$ cat config.mk
export PLATFORM = sky130hd
export DESIGN_NAME = rc4_stream_cipher
export DESIGN_NICKNAME = d
export VERILOG_FILES = /design/src/rtl/rc4_pkg.sv /design/src/rtl/rc4_stream_cipher.sv /design/src/rtl/rc4_dpath.sv /design/src/rtl/rc4_ctrl.sv
export SDC_FILE = /design/constraint.sdc
export NUM_CORES = 2
export LEC_CHECK = 0
export BUFFER_PORTS_ARGS = -buffer_cell sky130_fd_sc_hd__buf_4
export CAP_MARGIN = 20
export CORE_ASPECT_RATIO = 0.7
export CORE_MARGIN = 1.5
export CORE_UTILIZATION = 46
export CTS_CLUSTER_SIZE = 28
export DETAILED_ROUTE_END_ITERATION = 7
export GPL_ROUTABILITY_DRIVEN = 0
export GPL_TIMING_DRIVEN = 1
export HOLD_SLACK_MARGIN = 0.1
export MAX_ROUTING_LAYER = met4
export PLACE_DENSITY_LB_ADDON = 0.15
export SKIP_LAST_GASP = 1
export SYNTH_ARGS = -nofsm -noshare
export SYNTH_HDL_FRONTEND = slang
export SYNTH_SLANG_ARGS = --single-unit
$ cat constraint.sdc
create_clock -name clk -period 33.5 [get_ports clk]
set_input_delay 1.675 -clock clk [delete_from_list [all_inputs] [get_ports clk]]
set_output_delay 1.675 -clock clk [all_outputs]
set_load 0.01 [all_outputs]
$ cat src/rtl/rc4_pkg.sv
// ----------------------------------------------------------------------------
// rc4_pkg
// Shared types and constants for the RC4 stream cipher: the input operation
// codes and the command and status bundles between controller and datapath.
// ----------------------------------------------------------------------------
package rc4_pkg;

	// Width and depth of the RC4 permutation.
	localparam int unsigned PERM_W     = 8;
	localparam int unsigned PERM_DEPTH = 256;

	// Operation codes carried on the op input.
	localparam logic OP_KEY  = 1'b0;
	localparam logic OP_DATA = 1'b1;

	// Commands from the controller; at most one of the step commands is high.
	typedef struct packed {
		logic key_wr;      // store the incoming key byte
		logic key_restart; // the key byte opens a new key
		logic perm_init;   // write S[n] = n and clear the schedule counters
		logic ksa_rd_n;    // read S[n] and the key byte at the key position
		logic ksa_rd_acc;  // update the accumulator and read S[acc]
		logic ksa_wr_n;    // write S[n] = S[acc]
		logic ksa_wr_acc;  // write S[acc] = S[n] and advance n
		logic prga_rd_i;   // take the data byte, advance i and read S[i]
		logic prga_rd_j;   // advance j and read S[j]
		logic prga_wr_i;   // write S[i] = S[j] and read S[S[i] + S[j]]
		logic prga_out;    // write S[j] = S[i] and load the result
	} rc4_cmd_t;

	// Status from the datapath.
	typedef struct packed {
		logic n_last;   // the schedule counter stands at its last entry
		logic out_free; // the result register can take a result this cycle
		logic msg_last; // the data byte in work ends the message
	} rc4_sts_t;

endpackage

$ cat src/rtl/rc4_stream_cipher.sv
// ----------------------------------------------------------------------------
// rc4_stream_cipher
// Key bytes are taken while idle; a key byte marked last then stalls intake
// while the permutation is filled and its 256 entries are scrambled (states
// KA to KD per entry). After a data byte is taken, intake stalls through
// states D2, D3 and D4, set by the single write and single read port of the
// permutation memory, and D4 waits while a held result still occupies the
// output register; the result is loaded in D4. A data byte marked last adds
// the key schedule rerun. Reset clears the key state, indices and output
// valid; the key and permutation memories are not cleared.
// ----------------------------------------------------------------------------
module rc4_stream_cipher import rc4_pkg::*; #(
	parameter int unsigned KEY_DEPTH = 256
) (
	input  logic       clk,
	input  logic       arst_n,
	input  logic       in_valid,
	output logic       in_stall,
	input  logic       op,
	input  logic [7:0] byte_in,
	input  logic       last,
	output logic       out_valid,
	input  logic       out_stall,
	output logic [7:0] byte_out,
	output logic       end_of_message
);

	// The controller decides what happens to each input transfer and steps
	// the datapath one memory access at a time; the datapath owns both
	// memories, the RC4 indices and the result register, which lets a
	// finished result wait for its output transfer on its own.
	rc4_cmd_t cmd;
	rc4_sts_t sts;

	rc4_ctrl u_ctrl (
		.clk      (clk),
		.arst_n   (arst_n),
		.in_valid (in_valid),
		.in_stall (in_stall),
		.op       (op),
		.last     (last),
		.cmd      (cmd),
		.sts      (sts)
	);

	// Data that arrives before a key is ready is accepted and dropped by the
	// controller, which issues no datapath step for it.
	rc4_dpath #(
		.KEY_DEPTH (KEY_DEPTH)
	) u_dpath (
		.clk            (clk),
		.arst_n         (arst_n),
		.cmd            (cmd),
		.sts            (sts),
		.byte_in        (byte_in),
		.last           (last),
		.out_valid      (out_valid),
		.out_stall      (out_stall),
		.byte_out       (byte_out),
		.end_of_message (end_of_message)
	);

endmodule

$ cat src/rtl/rc4_dpath.sv
// ----------------------------------------------------------------------------
// rc4_dpath
// Datapath of the RC4 cipher: key memory, permutation memory, the schedule
// and generator indices, and the result register.
// ----------------------------------------------------------------------------
module rc4_dpath import rc4_pkg::*; #(
	parameter int unsigned KEY_DEPTH = 256
) (
	input  logic              clk,
	input  logic              arst_n,
	input  rc4_cmd_t          cmd,
	output rc4_sts_t          sts,
	input  logic [7:0]        byte_in,
	input  logic              last,
	output logic              out_valid,
	input  logic              out_stall,
	output logic [7:0]        byte_out,
	output logic              end_of_message
);

	localparam int unsigned CW   = $clog2(KEY_DEPTH + 1);
	localparam int unsigned KA_W = (KEY_DEPTH > 1) ? $clog2(KEY_DEPTH) : 1;
	localparam logic [CW-1:0] KEY_DEPTH_C = CW'(KEY_DEPTH);

	// Memories.
	logic [PERM_W-1:0] perm_mem [PERM_DEPTH];
	logic [7:0]        key_mem  [KEY_DEPTH];

	logic [PERM_W-1:0] perm_rd_q;
	logic [7:0]        key_rd_q;

	// Control registers.
	logic [PERM_W-1:0] n_q;
	logic [PERM_W-1:0] i_q;
	logic [PERM_W-1:0] j_q;
	logic [PERM_W-1:0] acc_q;
	logic [KA_W-1:0]   kpos_q;
	logic [CW-1:0]     key_count_q;
	logic              out_valid_q;

	// Payload registers.
	logic [7:0]        data_q;
	logic              last_q;
	logic [PERM_W-1:0] si_q;
	logic [PERM_W-1:0] sj_q;
	logic [PERM_W-1:0] t_q;
	logic [7:0]        byte_out_q;
	logic              eom_q;

	// Memory port controls.
	logic              perm_we;
	logic [PERM_W-1:0] perm_waddr;
	logic [PERM_W-1:0] perm_wdata;
	logic              perm_re;
	logic [PERM_W-1:0] perm_raddr;

	logic [CW-1:0]     key_eff;
	logic              key_we;
	logic [PERM_W-1:0] kb;
	logic [PERM_W-1:0] acc_next;
	logic [PERM_W-1:0] i_next;
	logic [PERM_W-1:0] j_next;
	logic [PERM_W-1:0] t_next;
	logic [CW-1:0]     kpos_inc;
	logic [PERM_W-1:0] ks;

	assign key_eff  = cmd.key_restart ? '0 : key_count_q;
	assign key_we   = cmd.key_wr && (key_eff < KEY_DEPTH_C);
	assign kb       = (key_count_q == '0) ? '0 : key_rd_q;
	assign acc_next = acc_q + perm_rd_q + kb;
	assign i_next   = i_q + PERM_W'(1);
	assign j_next   = j_q + perm_rd_q;
	assign t_next   = si_q + perm_rd_q;
	assign kpos_inc = CW'(kpos_q) + CW'(1);

	// The swap has already been written (or is being written) when the
	// keystream byte is picked, so the two swapped entries are forwarded.
	always_comb begin
		priority if (t_q == j_q) begin
			ks = si_q;
		end else if (t_q == i_q) begin
			ks = sj_q;
		end else begin
			ks = perm_rd_q;
		end
	end

	always_comb begin
		perm_we    = 1'b0;
		perm_waddr = n_q;
		perm_wdata = n_q;
		perm_re    = 1'b0;
		perm_raddr = n_q;
		priority if (cmd.perm_init) begin
			perm_we = 1'b1;
		end else if (cmd.ksa_rd_n) begin
			perm_re = 1'b1;
		end else if (cmd.ksa_rd_acc) begin
			perm_re    = 1'b1;
			perm_raddr = acc_next;
		end else if (cmd.ksa_wr_n) begin
			perm_we    = 1'b1;
			perm_wdata = perm_rd_q;
		end else if (cmd.ksa_wr_acc) begin
			perm_we    = 1'b1;
			perm_waddr = acc_q;
			perm_wdata = si_q;
		end else if (cmd.prga_rd_i) begin
			perm_re    = 1'b1;
			perm_raddr = i_next;
		end else if (cmd.prga_rd_j) begin
			perm_re    = 1'b1;
			perm_raddr = j_next;
		end else if (cmd.prga_wr_i) begin
			perm_we    = 1'b1;
			perm_waddr = i_q;
			perm_wdata = perm_rd_q;
			perm_re    = 1'b1;
			perm_raddr = t_next;
		end else if (cmd.prga_out) begin
			perm_we    = 1'b1;
			perm_waddr = j_q;
			perm_wdata = si_q;
		end
	end

	always_ff @(posedge clk) begin
		if (perm_we) begin
			perm_mem[perm_waddr] <= perm_wdata;
		end
		if (perm_re) begin
			perm_rd_q <= perm_mem[perm_raddr];
		end
	end

	always_ff @(posedge clk) begin
		if (key_we) begin
			key_mem[key_eff[KA_W-1:0]] <= byte_in;
		end
		if (cmd.ksa_rd_n) begin
			key_rd_q <= key_mem[kpos_q];
		end
	end

	always_ff @(posedge clk or negedge arst_n) begin
		if (!arst_n) begin
			n_q         <= '0;
			i_q         <= '0;
			j_q         <= '0;
			acc_q       <= '0;
			kpos_q      <= '0;
			key_count_q <= '0;
			out_valid_q <= 1'b0;
		end else begin
			if (cmd.key_wr) begin
				key_count_q <= key_we ? key_eff + CW'(1) : key_eff;
			end
			if (cmd.perm_init) begin
				n_q    <= n_q + PERM_W'(1);
				i_q    <= '0;
				j_q    <= '0;
				acc_q  <= '0;
				kpos_q <= '0;
			end
			if (cmd.ksa_rd_acc) begin
				acc_q <= acc_next;
			end
			if (cmd.ksa_wr_acc) begin
				n_q <= n_q + PERM_W'(1);
				if (kpos_inc >= key_count_q) begin
					kpos_q <= '0;
				end else begin
					kpos_q <= kpos_inc[KA_W-1:0];
				end
			end
			if (cmd.prga_rd_i) begin
				i_q <= i_next;
			end
			if (cmd.prga_rd_j) begin
				j_q <= j_next;
			end
			if (cmd.prga_out) begin
				out_valid_q <= 1'b1;
			end else if (!out_stall) begin
				out_valid_q <= 1'b0;
			end
		end
	end

	always_ff @(posedge clk) begin
		if (cmd.prga_rd_i) begin
			data_q <= byte_in;
			last_q <= last;
		end
		if (cmd.ksa_rd_acc || cmd.prga_rd_j) begin
			si_q <= perm_rd_q;
		end
		if (cmd.prga_wr_i) begin
			sj_q <= perm_rd_q;
			t_q  <= t_next;
		end
		if (cmd.prga_out) begin
			byte_out_q <= data_q ^ ks;
			eom_q      <= last_q;
		end
	end

	assign sts.n_last   = (n_q == PERM_W'(PERM_DEPTH - 1));
	assign sts.out_free = !out_valid_q || !out_stall;
	assign sts.msg_last = last_q;

	assign out_valid      = out_valid_q;
	assign byte_out       = byte_out_q;
	assign end_of_message = eom_q;

`ifndef NO_ASSERTIONS
	// A result is only loaded into a free result register.
	a_load_free: assert property (@(posedge clk) disable iff (!arst_n)
		cmd.prga_out |-> sts.out_free)
		else $error("result loaded while the result register was occupied");

	// The key length never exceeds the key memory depth.
	a_key_count: assert property (@(posedge clk) disable iff (!arst_n)
		key_count_q <= KEY_DEPTH_C)
		else $error("key count beyond key memory depth");
`endif

endmodule

$ cat src/rtl/rc4_ctrl.sv
// ----------------------------------------------------------------------------
// rc4_ctrl
// Controller of the RC4 cipher: takes input transfers, tracks the key state,
// and sequences the key schedule and the per-byte generator steps.
// ----------------------------------------------------------------------------
module rc4_ctrl import rc4_pkg::*; (
	input  logic     clk,
	input  logic     arst_n,
	input  logic     in_valid,
	output logic     in_stall,
	input  logic     op,
	input  logic     last,
	output rc4_cmd_t cmd,
	input  rc4_sts_t sts
);

	localparam logic [3:0] ST_IDLE = 4'd0;
	localparam logic [3:0] ST_INIT = 4'd1;
	localparam logic [3:0] ST_KA   = 4'd2;
	localparam logic [3:0] ST_KB   = 4'd3;
	localparam logic [3:0] ST_KC   = 4'd4;
	localparam logic [3:0] ST_KD   = 4'd5;
	localparam logic [3:0] ST_D2   = 4'd6;
	localparam logic [3:0] ST_D3   = 4'd7;
	localparam logic [3:0] ST_D4   = 4'd8;

	logic [3:0] state_q;
	logic [3:0] state_d;
	logic       key_open_q;
	logic       key_open_d;
	logic       key_ready_q;
	logic       key_ready_d;

	assign in_stall = (state_q != ST_IDLE);

	always_comb begin
		cmd         = '0;
		state_d     = state_q;
		key_open_d  = key_open_q;
		key_ready_d = key_ready_q;
		unique case (state_q)
			ST_IDLE: begin
				if (in_valid) begin
					if (op == OP_KEY) begin
						cmd.key_wr      = 1'b1;
						cmd.key_restart = !key_open_q;
						key_ready_d     = 1'b0;
						key_open_d      = !last;
						if (last) begin
							state_d = ST_INIT;
						end
					end else if (key_ready_q) begin
						cmd.prga_rd_i = 1'b1;
						state_d       = ST_D2;
					end
				end
			end
			ST_INIT: begin
				cmd.perm_init = 1'b1;
				if (sts.n_last) begin
					state_d = ST_KA;
				end
			end
			ST_KA: begin
				cmd.ksa_rd_n = 1'b1;
				state_d      = ST_KB;
			end
			ST_KB: begin
				cmd.ksa_rd_acc = 1'b1;
				state_d        = ST_KC;
			end
			ST_KC: begin
				cmd.ksa_wr_n = 1'b1;
				state_d      = ST_KD;
			end
			ST_KD: begin
				cmd.ksa_wr_acc = 1'b1;
				if (sts.n_last) begin
					key_ready_d = 1'b1;
					state_d     = ST_IDLE;
				end else begin
					state_d = ST_KA;
				end
			end
			ST_D2: begin
				cmd.prga_rd_j = 1'b1;
				state_d       = ST_D3;
			end
			ST_D3: begin
				cmd.prga_wr_i = 1'b1;
				state_d       = ST_D4;
			end
			ST_D4: begin
				if (sts.out_free) begin
					cmd.prga_out = 1'b1;
					state_d      = sts.msg_last ? ST_INIT : ST_IDLE;
				end
			end
			default: begin
				state_d = ST_IDLE;
			end
		endcase
	end

	always_ff @(posedge clk or negedge arst_n) begin
		if (!arst_n) begin
			state_q     <= ST_IDLE;
			key_open_q  <= 1'b0;
			key_ready_q <= 1'b0;
		end else begin
			state_q     <= state_d;
			key_open_q  <= key_open_d;
			key_ready_q <= key_ready_d;
		end
	end

`ifndef NO_ASSERTIONS
	// An open key is never usable for data.
	a_open_not_ready: assert property (@(posedge clk) disable iff (!arst_n)
		key_open_q |-> !key_ready_q)
		else $error("key open while marked ready");

	// The last scramble step makes the key usable.
	a_sched_done: assert property (@(posedge clk) disable iff (!arst_n)
		(state_q == ST_KD && sts.n_last) |=> (key_ready_q && state_q == ST_IDLE))
		else $error("key schedule finished without readying the key");

	// Datapath step commands never overlap.
	a_cmd_onehot: assert property (@(posedge clk) disable iff (!arst_n)
		$onehot0({cmd.key_wr, cmd.perm_init, cmd.ksa_rd_n, cmd.ksa_rd_acc,
			cmd.ksa_wr_n, cmd.ksa_wr_acc, cmd.prga_rd_i, cmd.prga_rd_j,
			cmd.prga_wr_i, cmd.prga_out}))
		else $error("overlapping datapath commands");
`endif

endmodule
# Word-level counts from Yosys, hierarchy flattened
# Memory sizes are Yosys's and may differ from the RTL's. A register that Yosys moved wholly into a read port is not among the register bits.
# Index checks and enable logic that the tools add are counted.
[word_totals]
ff_bits = 98
ramBits = 4096
input_bits = 14
out_inout_bits = 11
elab_cells = 159
mem_count = 2
[mem_list]
columns = ["name", "depth", "word_bits", "read_ports", "rd_ports_with_merged_regs", "wr", "line", "source"]
rows = [
  ["u_dpath.key_mem", 256, 8, 1, 1, 1, "rc4_dpath.sv:27", "logic [7:0] key_mem [KEY_DEPTH];"],
  ["u_dpath.perm_mem", 256, 8, 1, 1, 1, "rc4_dpath.sv:26", "logic [PERM_W-1:0] perm_mem [PERM_DEPTH];"],
]
[classes]
add_sub_neg = 8
order_cmp = 2
eq_ne = 19
n_mux = 91
bitwise = 2
reduce_logical = 18
[op_table]
columns = ["cell", "count"]
rows = [
  ["two-way mux 8 bit", 37],
  ["two-way mux 1 bit", 40],
  ["one-hot mux 4 bit (9 select lines)", 1],
  ["adder 8 bit", 4],
  ["two-way mux 4 bit", 6],
  ["two-way mux 9 bit", 2],
  ["adder 8 x 1 -> 8 bit (second input constant)", 2],
  ["equality test 4 x 3 -> 1 bit (second input constant)", 4],
  ["equality test 8 bit", 2],
  ["inequality test 2 bit (second input constant)", 5],
  ["nonzero test 2 bit", 5],
  ["adder 8 x 1 -> 9 bit (second input constant)", 1],
  ["adder 9 x 1 -> 9 bit (second input constant)", 1],
  ["greater-or-equal comparator 9 bit", 1],
  ["zero test 9 bit", 1],
  ["< comparator 9 bit (second input constant)", 1],
  ["equality test 4 x 2 -> 1 bit (second input constant)", 2],
  ["equality test 8 bit (second input constant)", 1],
  ["two-way mux 2 bit", 4],
  ["bitwise XOR 8 bit", 1],
  ["AND reduction 5 bit", 1],
  ["equality test 4 x 1 -> 1 bit (second input constant)", 1],
  ["equality test 4 bit (second input constant)", 1],
  ["zero test 1 bit", 4],
  ["11 further kinds", 12],
]

# Logic depth before layout (Yosys ltp)
[logic_depth]
depth_word = 15
depth_mapped = 24
depth_no_buf = 19

# Modules after synthesis
# From an unflattened synthesis, not the netlist that was laid out.
[unflattened]
hier_cells = 10173
hier_area_um2 = 168303.9
[modules_own_cells]
columns = ["module", "n_inst", "cells_each", "area_per_inst_um2", "seq_area_each_um2"]
rows = [
  ["rc4_dpath", 1, 10115, 167848.5, 125990.8],
  ["rc4_ctrl", 1, 58, 455.4, 150.1],
]

# Worst setup path before layout
# No wires, ideal clock.
[synth_timing]
kind = "input-to-reg"
startpoint = "in out_stall"
endpoint = "mem u_dpath.perm_mem[0][0] (data pin)"
setup_time_ps = 2187
t_arrival_ps = 12806
required_time_ps = 31313
setup_slack_ps = 18508
cell_stages = 9
n_path_buf = 1
path_cell_list = "nand2_1 -> nand2b_1 -> buf_2 -> inv_1 -> nor2_1 -> o21ai_0 -> a211oi_1 -> a21oi_1 -> o21ai_0"
[synth_rtl]
columns = ["element", "line", "source"]
rows = [
  ["from (decl)", "rc4_stream_cipher.sv:23", "input logic out_stall,"],
  ["to (decl)", "rc4_dpath.sv:26", ""],
]

# Worst setup path in the final report
[layout_timing]
startpoint = "reg u_dpath.key_count_q[5]"
endpoint = "reg u_dpath.perm_rd_q[3] (read register of u_dpath.perm_mem) (data pin)"
[layout_between]
elab_chain_cells = 6
[layout_rtl]
columns = ["element", "line", "source"]
rows = [
  ["from (decl)", "rc4_dpath.sv:38", "logic [CW-1:0] key_count_q;"],
  ["from (signal assigned)", "rc4_dpath.sv:156", "key_count_q <= key_we ? key_eff + CW'(1) : key_eff;"],
  ["zero test 9 bit", "rc4_dpath.sv:69", "assign kb = (key_count_q == '0) ? '0 : key_rd_q;"],
  ["two-way mux 8 bit", "rc4_dpath.sv:69", ""],
  ["adder 8 bit", "rc4_dpath.sv:70", "assign acc_next = acc_q + perm_rd_q + kb;"],
  ["two-way mux 8 bit", "rc4_dpath.sv:98", "end else if (cmd.ksa_rd_acc) begin"],
  ["two-way mux 8 bit", "rc4_dpath.sv:96", "end else if (cmd.ksa_rd_n) begin"],
  ["two-way mux 8 bit", "rc4_dpath.sv:94", "priority if (cmd.perm_init) begin"],
  ["to (decl)", "rc4_dpath.sv:29", "logic [PERM_W-1:0] perm_rd_q;"],
]
# Every way passes these cells.
# A chain may end at the register's enable or synchronous reset.

==> results.py <==
metrics = {
    "detailed_routing": {
        "vias": 99557,
        "wl_um": 510000,
        "ant_nets": 0,
        "drtIter0Drc": 16265,
        "wl_per_cell_um": 32.5,
        "viasPerCell": 6.35,
        "remaining_drc_errors": 30,
        "first_pass_iters": 8,
    },
    "critical_path": {
        "slowest_delay_ns": 0.97,
        "cpMaxStageDelayCell": "nor4_1",
        "cp_num_buf_inv": 4,
        "path_delay_family": "simple AND/OR/NAND/NOR gates",
        "worst_path_most_repeated_cell": "buf_4",
        "reg2regPathDepth": 18,
        "crit_chain": "nor4_1 -> nand3_1 -> and2_1 -> fa_1 -> ha_1 -> o22ai_1 -> nand2b_4 -> nand2_4 -> buf_12 -> buf_4 -> buf_4 -> nand3_1 -> and3_1 -> a31oi_1 -> o221ai_1 -> nor4_1 -> buf_4 -> o22ai_1",
        "rr_startpoint": "u_dpath.key_count_q[5]$_DFFE_PN0P_",
        "r2r_end": "u_dpath.perm_rd_q[3]$_DFFE_PP_",
        "worstPathArrival_ns": 9.41,
        "reg2reg_slack_ns": 24.80,
        "path_depth": 18,
        "path_class": "reg -> reg",
        "cp-endpoint": "u_dpath.perm_rd_q[3]$_DFFE_PP_",
        "critPathLaunchType": "register",
        "cp.required_ns": 34.21,
        "critPathCaptureType": "register",
        "cp_max_fo": 128,
        "cp-startpoint": "u_dpath.key_count_q[5]$_DFFE_PN0P_",
    },
    "clock_tree": {
        "hold_buffers": 0,
        "cts.sinks": 4210,
        "postCtsResizedCells": 0,
        "cts_tree": "yes",
        "clkLatencyLatePin_ns": 0.98,
        "cts_buffers": 401,
        "clkTransAtPathRegs_ns": 0.07,
        "root_buffer": "clkbuf_16",
        "ctsLongestPathBuffers": 4,
        "postCtsSetupRepairBufs": 0,
        "h-tree-depth": 5,
    },
    "layout": {
        "multi_input_area_um2": 39700,
        "fill_cells": 29437,
        "final_core_util_pct": 51.4,
        "area_delta_synth_final_pct": 10.9,
        "seqCellArea_um2": 126000,
        "nNetsFinal": 10517,
        "drive_gt1_share_pct": 13.8,
        "layoutNonFillerInstCount": 15674,
    },
    "synth": {
        "ys.flop_type": "edfxtp_1",
        "synth_area_leaders": "edfxtp_1 (74%), mux4_2 (7.1%), nand2_1 (3.8%), nand3_1 (1.7%), mux2i_1 (1.6%)",
        "synth_edf_count": 4154,
        "seq_area_frac_synth_pct": 74.8,
        "ys.warnings.count": 0,
        "synth-async-reset-ratio_pct": 1.33,
        "synth_area_per_cell_um2": 16.1,
        "yosysMostFrequentCell": "edfxtp_1",
        "synth_top_cell_area_share_pct": 73.9,
        "ys_top_cells_by_count": "edfxtp_1 (4,154), nand2_1 (1,709), nor2_1 (621)",
        "synth_area_leader_cell": "edfxtp_1",
        "syn_inst": 10489,
        "ys_ff_latch": 4210,
        "syn_nets": 10549,
        "syn_area_um2": 169000,
        "synth.distinct_cells": 89,
    },
    "placed_design": {
        "place_inst": 14899,
        "portBuffers": 24,
        "dp_hpwl_um": 304000,
    },
    "die": {
        "initial_core_util_pct": 46.4,
        "dieArea_um2": 370000,
        "coreArea_um2": 364000,
        "die_height_um": 510,
        "rows": 185,
        "die_w_um": 727,
        "ios": 25,
    },
    "sta": {
        "drv_slew": 0,
        "relSlewSlack_pct": 16.1,
        "hold_violations": 0,
        "rsz0062_at_grt": "false",
        "fin_setup_tns_ns": 0,
        "period_minus_slack_ns": 8.70,
        "worst_pin_slew_ns": 1.26,
        "fmax_mhz": 115,
        "setup_viol_count_final": 0,
        "finClkSkew_ns": 0.0952,
        "period_share_pct": 26.0,
    },
    "grt": {
        "use_met3_pct": 7.61,
        "met1_usage_pct": 43.7,
        "grt_max_degree": 185,
        "top_usage_layer": "met1",
        "antenna_found_initial": 41,
        "grt_use_total_pct": 27.8,
        "grt_pass1_vias": 92477,
        "grt_pass1_wl_um": 718000,
        "grt-ovfl-total": 0,
        "use_met2_pct": 35.9,
    },
    "outcome": {
        "violations": "DRC",
        "status": "finished with violations",
    },
    "hold_path": {
        "hp-class": "reg -> reg",
        "min_from": "u_dpath.acc_q[5]$_DFFE_PN0P_",
    },
    "pwr": {
        "powerDensity_nw_per_um2": 105,
        "peakVddDrop_mv": 0.137,
        "p_leak_uw": 0.0591,
    },
    "flow_run": {
        "maxCapViolations": 0,
    },
}
## layer usage
layer  share of wire, %  routed length (um)
met4                2.2               11500
met5                  0                   0
met1                 44              225000
met2                 40              206000
met3                 13               67500
## how the worst min path moves through the flow
stage | to | slack [ns] | cells past startpoint
after floorplan | u_dpath.end_of_message$_DFFE_PP_ | 0.43 | 0
after global placement | u_dpath.acc_q[3]$_DFFE_PN0P_ | 0.50 | 1
after detailed placement | u_dpath.acc_q[5]$_DFFE_PN0P_ | 0.52 | 2
after CTS | u_dpath.acc_q[5]$_DFFE_PN0P_ | 0.54 | 2
after global routing | u_dpath.acc_q[3]$_DFFE_PN0P_ | 0.56 | 1
final | u_dpath.acc_q[5]$_DFFE_PN0P_ | 0.54 | 2
## logic make-up after synthesis
| group | synth area share [%] |
|---|---|
| adders and majority gates | 0.386 |
| xor gates and xnor gates | 0.322 |
| and+or+nand+nor | 8.52 |
| buffers and inverters | 1.90 |
| DFF | 74.8 |
| AOI/OAI and AO/OA | 5.01 |
| muxes | 9.08 |
## per-stage QoR
step / worst slack, ns / hold WS (ns) / power, uW / area [um2]
after detailed placement: 25.35 / 0.521 / 14900 / 174000
after floorplan: 18.51 / 0.428 / 11800 / 169000
final: 24.80 / 0.538 / 19600 / 187000
after global routing: 24.63 / 0.560 / 20200 / 187000
after global placement: 25.22 / 0.502 / 14900 / 174000
after CTS: 25.36 / 0.536 / 19400 / 187000
## cell type report
| class | instances | area share, % |
|---|---|---|
| antenna | 23 | 0.0308 |
| clock buffer | 490 | 5.59 |
| clock inverter | 245 | 1.14 |
| inverter | 52 | 0.105 |
| multi-input combinational | 5537 | 21.2 |
| sequential | 4210 | 67.4 |
| tap | 4862 | 3.25 |
| timing repair buffer | 255 | 1.27 |
## worst register-to-register path, delay by kind of cell (launching register included)
family | cells | cell delay (ns)
AND/OR/NAND/NOR | 8 | 3.65
buffers and inverters | 4 | 2.56
AO/OA/AOI/OAI | 4 | 0.98
adder cells (fa/ha/maj) | 2 | 0.79
flip-flops | 1 | 0.47
## cell usage in the layout, fill, tap and decap left out, types with 36 or more instances in the layout
cell type / Yosys / final
clkbuf_16: 0 / 403
mux2_2: 58 / 58
a21oi_1: 188 / 188
nor3_1: 47 / 45
clkinv_1: 1 / 93
a31oi_1: 190 / 190
inv_1: 48 / 48
and3_1: 240 / 240
xnor2_1: 39 / 39
ha_1: 36 / 36
mux2i_1: 270 / 270
o21ai_0: 148 / 140
nand3_1: 581 / 581
nand2_1: 1709 / 1686
o221ai_1: 63 / 63
a311oi_1: 103 / 103
buf_4: 23 / 210
o22ai_1: 108 / 108
a32oi_1: 54 / 54
edfxtp_1: 4154 / 4154
dfrtp_1: 56 / 50
clkbuf_1: 293 / 82
a211oi_1: 211 / 210
mux4_2: 531 / 531
nor2_1: 621 / 611
clkinv_2: 0 / 82
## registers in the layout (all words and copies together) (netlist names)
| name | flops |
|---|---|
| u_dpath.last_q | 1 |
| u_dpath.data_q | 8 |
| u_ctrl.key_ready_q | 1 |
| u_dpath.i_q | 8 |
| u_dpath.t_q | 8 |
| u_ctrl.key_open_q | 1 |
| u_dpath.sj_q | 8 |
| u_dpath.si_q | 8 |
| u_dpath.acc_q | 8 |
| u_dpath.out_valid | 1 |
| u_dpath.kpos_q | 8 |
| u_dpath.byte_out | 8 |
| u_dpath.key_mem | 2048 |
| u_dpath.key_rd_q | 8 |
| u_dpath.perm_rd_q | 8 |
| u_dpath.key_count_q | 9 |
| u_dpath.end_of_message | 1 |
| u_dpath.perm_mem | 2048 |
| u_dpath.n_q | 8 |
| u_dpath.j_q | 8 |
| u_ctrl.state_q | 4 |
## where the power goes
group	switching [uW]	leakage (uW)	internal (uW)
logic	6320	0.0146	2090
registers	94.7	0.0383	6660
clock network	2020	0.00614	2450
total	8430	0.0591	11200
Power figures use the tool's default switching activity.
